--- config.mk ---
export PLATFORM = sky130hd
export DESIGN_NAME = dmx512_slot_receiver
export DESIGN_NICKNAME = d
export VERILOG_FILES = /design/src/rtl/dmx_pkg.sv /design/src/rtl/dmx512_slot_receiver.sv /design/src/rtl/dmx_slot_fsm.sv
export SDC_FILE = /design/constraint.sdc
export NUM_CORES = 1
export LEC_CHECK = 0
export BUFFER_PORTS_ARGS = -buffer_cell sky130_fd_sc_hd__buf_2
export CELL_PAD_IN_SITES_DETAIL_PLACEMENT = 1
export CELL_PAD_IN_SITES_GLOBAL_PLACEMENT = 1
export CORE_MARGIN = 3
export CORE_UTILIZATION = 39
export DETAILED_ROUTE_END_ITERATION = 10
export GPL_TIMING_DRIVEN = 0
export PLACE_DENSITY_LB_ADDON = 0.15
export SLEW_MARGIN = 20
export SYNTH_ARGS = -nofsm -noshare
export SYNTH_HDL_FRONTEND = slang
export SYNTH_SLANG_ARGS = --single-unit
--- constraint.sdc ---
create_clock -name i_clk -period 2.3 [get_ports i_clk]
set_input_delay 0.115 -clock i_clk [delete_from_list [all_inputs] [get_ports i_clk]]
set_output_delay 0.115 -clock i_clk [all_outputs]
set_load 0.005 [all_outputs]
--- src/rtl/dmx_pkg.sv ---
// dmx_pkg: types and constants shared by the dmx512 slot receiver
// used by dmx_slot_fsm and dmx512_slot_receiver, no dependencies
`default_nettype none

package dmx_pkg;

    localparam int unsigned BYTE_W      = 8;
    localparam int unsigned CNT_W       = 10;
    localparam int unsigned IDX_W       = 2;
    localparam int unsigned S_TDATA_W   = 8;
    localparam int unsigned M_TDATA_W   = 16;
    localparam int unsigned M_TUSER_W   = 2;

    typedef enum logic [1:0] {
        PH_IDLE  = 2'd0,
        PH_BREAK = 2'd1,
        PH_COUNT = 2'd2,
        PH_CAPT  = 2'd3
    } t_rx_phase;

    typedef struct packed {
        logic                slot_valid;
        logic [IDX_W-1:0]    slot_index;
        logic [BYTE_W-1:0]   slot_value;
        logic                frame_start;
        logic                last_slot;
    } t_result;

endpackage

`default_nettype wire

--- src/rtl/dmx512_slot_receiver.sv ---
// dmx512_slot_receiver: top level, uart byte stream in, captured slot stream out
// depends on dmx_pkg and dmx_slot_fsm
//
// usage:
//   slave side takes one uart byte per beat: tdata = data byte, tuser = framing
//   error (a break). master side gives exactly one result beat per input beat.
//   the user writes start_address (reset value 1) only while idle; the block
//   does not enforce it.
// throughput: one byte per cycle while o_s_tready is high; the break/count
//   state machine updates on acceptance; the result goes to an output register.
// stall: when the sink holds tready low, one more result is caught in a skid
//   register; o_s_tready then drops until the skid register drains.
// reset: synchronous, active low; state returns to idle with a zero slot
//   counter, both output registers empty, start_address back to 1.
`default_nettype none

module dmx512_slot_receiver #(
    parameter int unsigned NUM_CHANNELS = 3
) (
    input  wire logic                           i_clk,
    input  wire logic                           i_rst_n,
    // configuration
    input  wire logic                           i_cfg_wr_en,
    input  wire logic [dmx_pkg::CNT_W-1:0]      i_cfg_wr_data,
    // slave side
    input  wire logic                           i_s_tvalid,
    output logic                                o_s_tready,
    input  wire logic [dmx_pkg::S_TDATA_W-1:0]  i_s_tdata,   // [7:0] data_byte
    input  wire logic                           i_s_tuser,   // [0] framing_error
    // master side
    output logic                                o_m_tvalid,
    input  wire logic                           i_m_tready,
    output logic [dmx_pkg::M_TDATA_W-1:0]       o_m_tdata,   // [1:0] slot_index, [9:2] slot_value
    output logic [dmx_pkg::M_TUSER_W-1:0]       o_m_tuser,   // [0] slot_valid, [1] frame_start
    output logic                                o_m_tlast    // last_slot
);
    import dmx_pkg::*;

    logic [CNT_W-1:0] r_start_address;
    logic             beat;
    t_result          res;
    t_result          r_out, r_skid;
    logic             r_out_v, r_skid_v;

    always_ff @(posedge i_clk) begin
        if (!i_rst_n) begin
            r_start_address <= CNT_W'(1);
        end else if (i_cfg_wr_en) begin
            r_start_address <= i_cfg_wr_data;
        end
    end

    assign o_s_tready = !r_skid_v;
    assign beat       = i_s_tvalid && o_s_tready;

    dmx_slot_fsm #(
        .NUM_CHANNELS (NUM_CHANNELS)
    ) u_fsm (
        .i_clk           (i_clk),
        .i_rst_n         (i_rst_n),
        .i_beat          (beat),
        .i_data_byte     (i_s_tdata[BYTE_W-1:0]),
        .i_framing_error (i_s_tuser),
        .i_start_address (r_start_address),
        .o_result        (res)
    );

    // output register with skid stage
    always_ff @(posedge i_clk) begin
        if (!i_rst_n) begin
            r_out_v  <= 1'b0;
            r_skid_v <= 1'b0;
        end else if (!r_out_v || i_m_tready) begin
            if (r_skid_v) begin
                r_out_v  <= 1'b1;
                r_skid_v <= 1'b0;
            end else begin
                r_out_v <= beat;
            end
        end else if (beat) begin
            r_skid_v <= 1'b1;
        end
    end

    always_ff @(posedge i_clk) begin
        if (!r_out_v || i_m_tready) begin
            r_out <= r_skid_v ? r_skid : res;
        end else if (beat) begin
            r_skid <= res;
        end
    end

    assign o_m_tvalid = r_out_v;
    assign o_m_tdata  = {(M_TDATA_W-IDX_W-BYTE_W)'(0), r_out.slot_value, r_out.slot_index};
    assign o_m_tuser  = {r_out.frame_start, r_out.slot_valid};
    assign o_m_tlast  = r_out.last_slot;

endmodule

`default_nettype wire

--- src/rtl/dmx_slot_fsm.sv ---
// dmx_slot_fsm: break / start code / slot count state machine
// gives the result of the current beat combinationally, updates state on accept
// depends on dmx_pkg
`default_nettype none

module dmx_slot_fsm #(
    parameter int unsigned NUM_CHANNELS = 3
) (
    input  wire logic                          i_clk,
    input  wire logic                          i_rst_n,
    input  wire logic                          i_beat,
    input  wire logic [dmx_pkg::BYTE_W-1:0]    i_data_byte,
    input  wire logic                          i_framing_error,
    input  wire logic [dmx_pkg::CNT_W-1:0]     i_start_address,
    output dmx_pkg::t_result                   o_result
);
    import dmx_pkg::*;

    localparam logic [CNT_W-1:0] NUM_CH = CNT_W'(NUM_CHANNELS);
    localparam logic             SINGLE = (NUM_CHANNELS <= 1);

    t_rx_phase        r_phase, n_phase;
    logic [CNT_W-1:0] r_cnt, n_cnt;
    logic [CNT_W-1:0] cnt_dec, cnt_inc;
    t_result          res;

    assign cnt_dec = r_cnt - CNT_W'(1);
    assign cnt_inc = r_cnt + CNT_W'(1);

    always_ff @(posedge i_clk) begin
        if (!i_rst_n) begin
            r_phase <= PH_IDLE;
            r_cnt   <= '0;
        end else if (i_beat) begin
            r_phase <= n_phase;
            r_cnt   <= n_cnt;
        end
    end

    always_comb begin
        n_phase = r_phase;
        n_cnt   = r_cnt;
        res     = '0;
        if (i_framing_error) begin
            n_cnt   = i_start_address;
            n_phase = PH_BREAK;
        end else begin
            case (r_phase)
                PH_BREAK: begin
                    if (i_data_byte == '0) begin
                        n_phase         = PH_COUNT;
                        res.frame_start = 1'b1;
                    end else begin
                        n_phase = PH_IDLE;
                    end
                end
                PH_COUNT: begin
                    n_cnt = cnt_dec;
                    if (cnt_dec == '0) begin
                        res.slot_valid = 1'b1;
                        res.slot_value = i_data_byte;
                        res.last_slot  = SINGLE;
                        n_cnt          = CNT_W'(1);
                        n_phase        = SINGLE ? PH_IDLE : PH_CAPT;
                    end
                end
                PH_CAPT: begin
                    if (r_cnt < NUM_CH) begin
                        res.slot_valid = 1'b1;
                        res.slot_index = r_cnt[IDX_W-1:0];
                        res.slot_value = i_data_byte;
                        n_cnt          = cnt_inc;
                        if (cnt_inc >= NUM_CH) begin
                            res.last_slot = 1'b1;
                            n_phase       = PH_IDLE;
                        end
                    end else begin
                        n_phase = PH_IDLE;
                    end
                end
                default: begin
                    n_phase = PH_IDLE;
                end
            endcase
        end
    end

    assign o_result = res;

endmodule

`default_nettype wire

### Yosys cells after proc, flatten, opt, wreduce, memory -nomap -nowiden

Cells that the tools add are included.
W data, S select, Z words.

| storage, ports and cells | value |
|---|---|
| word-level logic and storage cells | 62 |
| flip-flop bits (word level) | 50 |
| input bits | 24 |
| output and inout bits | 21 |

| cells by class | value |
|---|---|
| equality and inequality tests | 6 |
| $add $sub $neg | 2 |
| muxes and demuxes | 24 |
| reductions and logical operators | 11 |
| magnitude comparators | 2 |
| bitwise gates (word level) | 2 |

Operators by type and width:

| operator | number |
|---|---|
| $mux W10 | 3 |
| $mux W13 | 2 |
| $pmux W10 S2 | 1 |
| $pmux W8 S2 | 1 |
| $mux W2 | 6 |
| $mux W11 | 1 |
| $add A10 B1 Y10 const B | 1 |
| $ge A10 B2 Y1 const B | 1 |
| $logic_not A10 Y1 | 1 |
| $lt A10 B2 Y1 const B | 1 |
| $sub A10 B1 Y10 const B | 1 |
| $logic_not A8 Y1 | 1 |
| $mux W8 | 1 |
| $mux W1 | 7 |
| $ne A3 B2 Y1 const B | 2 |
| $pmux W2 S3 | 1 |
| $reduce_and A3 Y1 | 2 |
| $eq A2 B2 Y1 const B | 2 |
| $ne A4 B4 Y1 const B | 1 |
| $reduce_bool A3 Y1 | 1 |
| $eq A2 B1 Y1 const B | 1 |
| $logic_not A1 Y1 | 2 |
| $not A1 Y1 | 2 |
| $pmux W1 S2 | 1 |
| 4 further kinds | 4 |

### Depth between registers and ports, before layout

| logic depth | value |
|---|---|
| depth in word-level cells | 7 |
| gate-level depth with buffers | 9 |
| gate-level depth less buffers | 7 |

### Modules after synthesis

Synthesis repeated with hierarchy kept, for this count alone.

| unflattened totals | value |
|---|---|
| cells, all modules | 289 |
| area total of the unflattened synthesis | 2849.0 µm² |

By module, submodules not included:

| module | times used | area an instance (µm²) | cells each | sequential area each (µm²) |
|---|---|---|---|---|
| dmx512_slot_receiver | 1 | 1486.4 | 89 | 1021.0 |
| dmx_slot_fsm | 1 | 1362.6 | 200 | 240.2 |

### Least setup slack after synthesis

Ideal clock, no wire load.

| timing | value |
|---|---|
| kind | reg2reg |
| start point | reg u_fsm.r_cnt[1] |
| end point | reg r_out, in the netlist o_m_tdata[9], data pin |
| arrival | 2179 ps |
| cell stages (with the launch flop) | 10 |
| period minus slack after synthesis | 2310 ps |
| setup time | 131 ps |
| data required time | 2169 ps |
| buffers on the path | 2 |
| path slack | -10 ps |
| path through | dfxtp_1 -> buf_6 -> inv_1 -> ha_1 -> or3b_1 -> a311oi_2 -> a21oi_2 -> o41ai_4 -> buf_6 -> a31o_1 |

| on the way | value |
|---|---|
| cells in the longest elaborated chain, start to end | 6 |
| elaborated cells between the ends (all ways) | 8 |
| those cells by class | add/sub (1); order compare (1); mux (5); reduce/logical (1) |

Ends and longest elaborated chain:

| item | RTL line | source |
|---|---|---|
| start, declared | dmx_slot_fsm.sv:23 | `logic [CNT_W-1:0] r_cnt, n_cnt;` |
| start signal, assigned | dmx_slot_fsm.sv:36 | `r_cnt <= n_cnt;` |
| $sub A10 B1 Y10 | dmx_slot_fsm.sv:27 | `assign cnt_dec = r_cnt - CNT_W'(1);` |
| $logic_not A10 Y1 | dmx_slot_fsm.sv:59 | `if (cnt_dec == '0) begin` |
| $mux W8 | dmx_slot_fsm.sv:59 |  |
| $pmux W8 S2 (*) | dmx_slot_fsm.sv:48 | `case (r_phase)` |
| $mux W13 (*) | dmx_slot_fsm.sv:44 | `if (i_framing_error) begin` |
| $mux W13 (*) | dmx512_slot_receiver.sv:87 | `r_out <= r_skid_v ? r_skid : res;` |
| end signal, assigned | dmx512_slot_receiver.sv:87 |  |
| end, declared | dmx512_slot_receiver.sv:42 | `t_result r_out, r_skid;` |

Every way passes the cells marked *; elsewhere a longest branch is shown, timed or not.
A chain may end at the register's enable or synchronous reset.

==> results.toml <==
[run_status]
status = "complete, but fails checks"
violations = "setup timing"

[die]
dieArea_um2 = 8394
die_h_um = 91.62
num_io_pins = 45
core_um2 = 6944
die_w_um = 91.62
rows = 30
initial_utilization_pct = 41.17

[yosys]
synthTopCellsByCount = "nor2_1 (31), edfxtp_1 (26), dfxtp_1 (24)"
syn_inst = 301
synthArstFlopShare_pct = 0
synthFlopType = "edfxtp_1"
postSynthAreaPerCell_um2 = 9.498
synth.distinct_cells = 57
ys_ff_latch = 50
syn-cell-area_um2 = 2859
yosysWarnings = 0
yosysTopAreaCell = "edfxtp_1"
synthTopCellsByArea = "edfxtp_1 (27%), dfxtp_1 (17%), nor2_1 (4.1%), and2_1 (3.9%), mux2i_1 (3.9%)"
synth_top_cell_area_share_pct = 27.31
yosysSeqAreaShare_pct = 44.11
synth_edf_count = 26
synth_most_common_cell = "nor2_1"

[global_routing]
first_global_vias = 2429
grt_overflow = 0
grt_usage_pct = 18.88
grt_pass1_wl_mm = 12.69
antenna_found_initial = 0
grt_max_degree = 18

[timing]
max_freq_mhz = 422.4
slew_headroom_pct = 48.56
setup_viol = 14
hold_violations = 0
drv_slew = 0
skew_ps = 12.09
worst_slack_ps = -67.53
period_minus_slack_ps = 2368
tightest_slew_ps = 771.6
rsz0062_at_grt = "true"
min_period_over_period_pct = 102.9

[power]
power.total_mw = 2.061
ir_drop_mv = 0.3129
p_int_mw = 1.469
pwr-share-seq_pct = 48.2
p_clk_share_pct = 32.8
combPwrFrac_pct = 19.0
switchingPower_mw = 0.5918
switching_share_pct = 28.72
powerDensity_nw_per_um2 = 570.0
p_leak_nw = 1.480

[critical_path]
cpPeakStageDelay_ps = 540
required_ps = 2500
startpoint_type = "flip-flop"
crit_type = "flip-flop to flip-flop"
cp.arrival_ps = 2560
critPathMostFrequentCell = "buf_4"
cp_max_fo = 8
critPathCaptureType = "flip-flop"
slowest_stage = "or4b_1"
crit_chain = "buf_8 > buf_4 > or4b_1 > o21ai_2 > a21oi_2 > o41ai_4 > buf_6 > buf_4 > and2_1"

[clock_tree]
ctsHtreeMaxLevel = 2
numCtsBuffers = 5
clock-root-buffer = "clkbuf_8"
clk_latency_ps = 320
clk_pin_slew_ps = 110
cts_tree = "built"
cts.path.max_buffers = 2
cts.sink_count = 50

[routing]
routed-wl-met3_um = 319
drt-vias-per-instance = 5.370
first_pass_iters = 4
drcViolationCount = 0
via_count = 2513
routed_wl_mm = 8.306
topRoutingLayerUsed = "met4"
drt_iter0_markers = 213
wl_met2_mm = 3.807
wire_per_inst_um = 17.75
wl_met1_mm = 4.112
ant_nets = 0

[min_path]
worstHoldPathType = "primary input to flip-flop"

[finish]
area_growth_pct = 26.43
drive_gt1_share_pct = 30.38
final_cell_area_um2 = 3615
nNetsFinal = 402
num_antenna_cells = 0
fin_util_pct = 52.05

[place]
portBuffers = 36
place_hpwl_mm = 5.571
dpl-instance-area_um2 = 3181
gp_congestion = 0.9034

[flow_run]
maxCapViolCount = 0
==> state kept, by name (all words and copies together), names as in the netlist <==
register         cells
o_m_tlast            1
u_fsm.r_phase        2
o_m_tuser            2
o_m_tvalid           1
u_fsm.r_cnt         10
o_m_tdata           10
r_skid              13
r_skid_v             1
r_start_address     10
==> final timing paths <==
check	startpoint	end	slack (ps)	cells after the start
hold / removal	i_rst_n	r_start_address[0]	5	2
hold reg to reg	r_start_address[0]	r_start_address[0]	500	2
setup / recovery	u_fsm.r_cnt[1]	r_skid[2]	-70	9
setup reg to reg	u_fsm.r_cnt[1]	r_skid[2]	-70	9
==> final cells by class <==
class	instances	area (um^2)
fill	798	3329
buffer	26	157.7
multi-input combinational	221	1554
clock inverter	3	48.80
tap	96	120.1
inverter	9	50.05
timing repair buffer	58	346.6
sequential	50	1269
clock buffer	5	68.82
==> layer usage <==
metal / vias up / track usage [%]
li1: 1229 / -
met1: 1212 / 27.97
met2: 64 / 29.03
met3: 8 / 2.707
met4: 0 / 4.271
met5: - / 0
==> cell families after synthesis <==
group | count (synthesis) | share of synthesized area (%)
AO/OA/AOI/OAI | 71 | 18.34
XOR/XNOR | 2 | 0.6128
adder cells (fa/ha/maj) | 7 | 3.063
buffers and inverters | 35 | 6.214
flip-flops | 50 | 44.11
multiplexers | 14 | 5.033
other | 1 | 0.1312
AND/OR/NAND/NOR | 121 | 22.50
==> metrics by stage <==
stage | hold WS (ps) | cells | setup WS [ps] | TNS, ps
after floorplan | 176.9 | 306 | 2.885 | 0
after global placement | 330.6 | 438 | -388.2 | -5716
after detailed placement | 336.2 | 438 | -410.1 | -6543
after CTS | 7.993 | 449 | -56.45 | -469.0
after global routing | 22.06 | 468 | -147.3 | -2202
final | 4.822 | 468 | -67.53 | -687.9
==> critical path: cells and delay by family (launching register included) <==
kind	cells	cell delay, ps
AO/OA/AOI/OAI	3	610
buffers and inverters	4	610
flip-flops	1	360
AND/OR/NAND/NOR	2	660
==> what timing repair did <==
| item | in CTS | in global routing |
|---|---|---|
| buffers inserted | 3 | 17 |
| resized for setup | 14 | 34 |
| cloned | 0 | 2 |
| setup endpoints to repair | 29 | 30 |
| pin swaps | 2 | 6 |
| hold buffers | 0 | 0 |
==> power groups by stage <==
stage | logic, mW | clock network, mW | registers [mW]
2_1_floorplan | 0.224 | 0 | 1.01
3_3_place_gp | 0.316 | 0 | 1.01
3_5_place_dp | 0.323 | 0 | 1.01
4_1_cts | 0.341 | 0.687 | 0.993
5_1_grt | 0.429 | 0.721 | 0.999
6_report | 0.391 | 0.677 | 0.993
==> placed cells by master (no fill, tap or decap), types with 8 or more instances in the layout <==
| cell type | synthesis | routed |
|---|---|---|
| buf_2 | 1 | 38 |
| nor2_1 | 31 | 30 |
| buf_4 | 6 | 27 |
| edfxtp_1 | 26 | 26 |
| nand2_1 | 21 | 21 |
| dfxtp_1 | 24 | 20 |
| and2_1 | 18 | 18 |
| clkbuf_1 | 16 | 12 |
| mux2i_1 | 11 | 11 |
| o21ai_0 | 12 | 9 |
| a21oi_1 | 12 | 9 |
| nor3_1 | 10 | 8 |
| o31ai_1 | 8 | 8 |
| a31o_1 | 8 | 8 |
No activity file was read; power rests on OpenSTA's default activity.
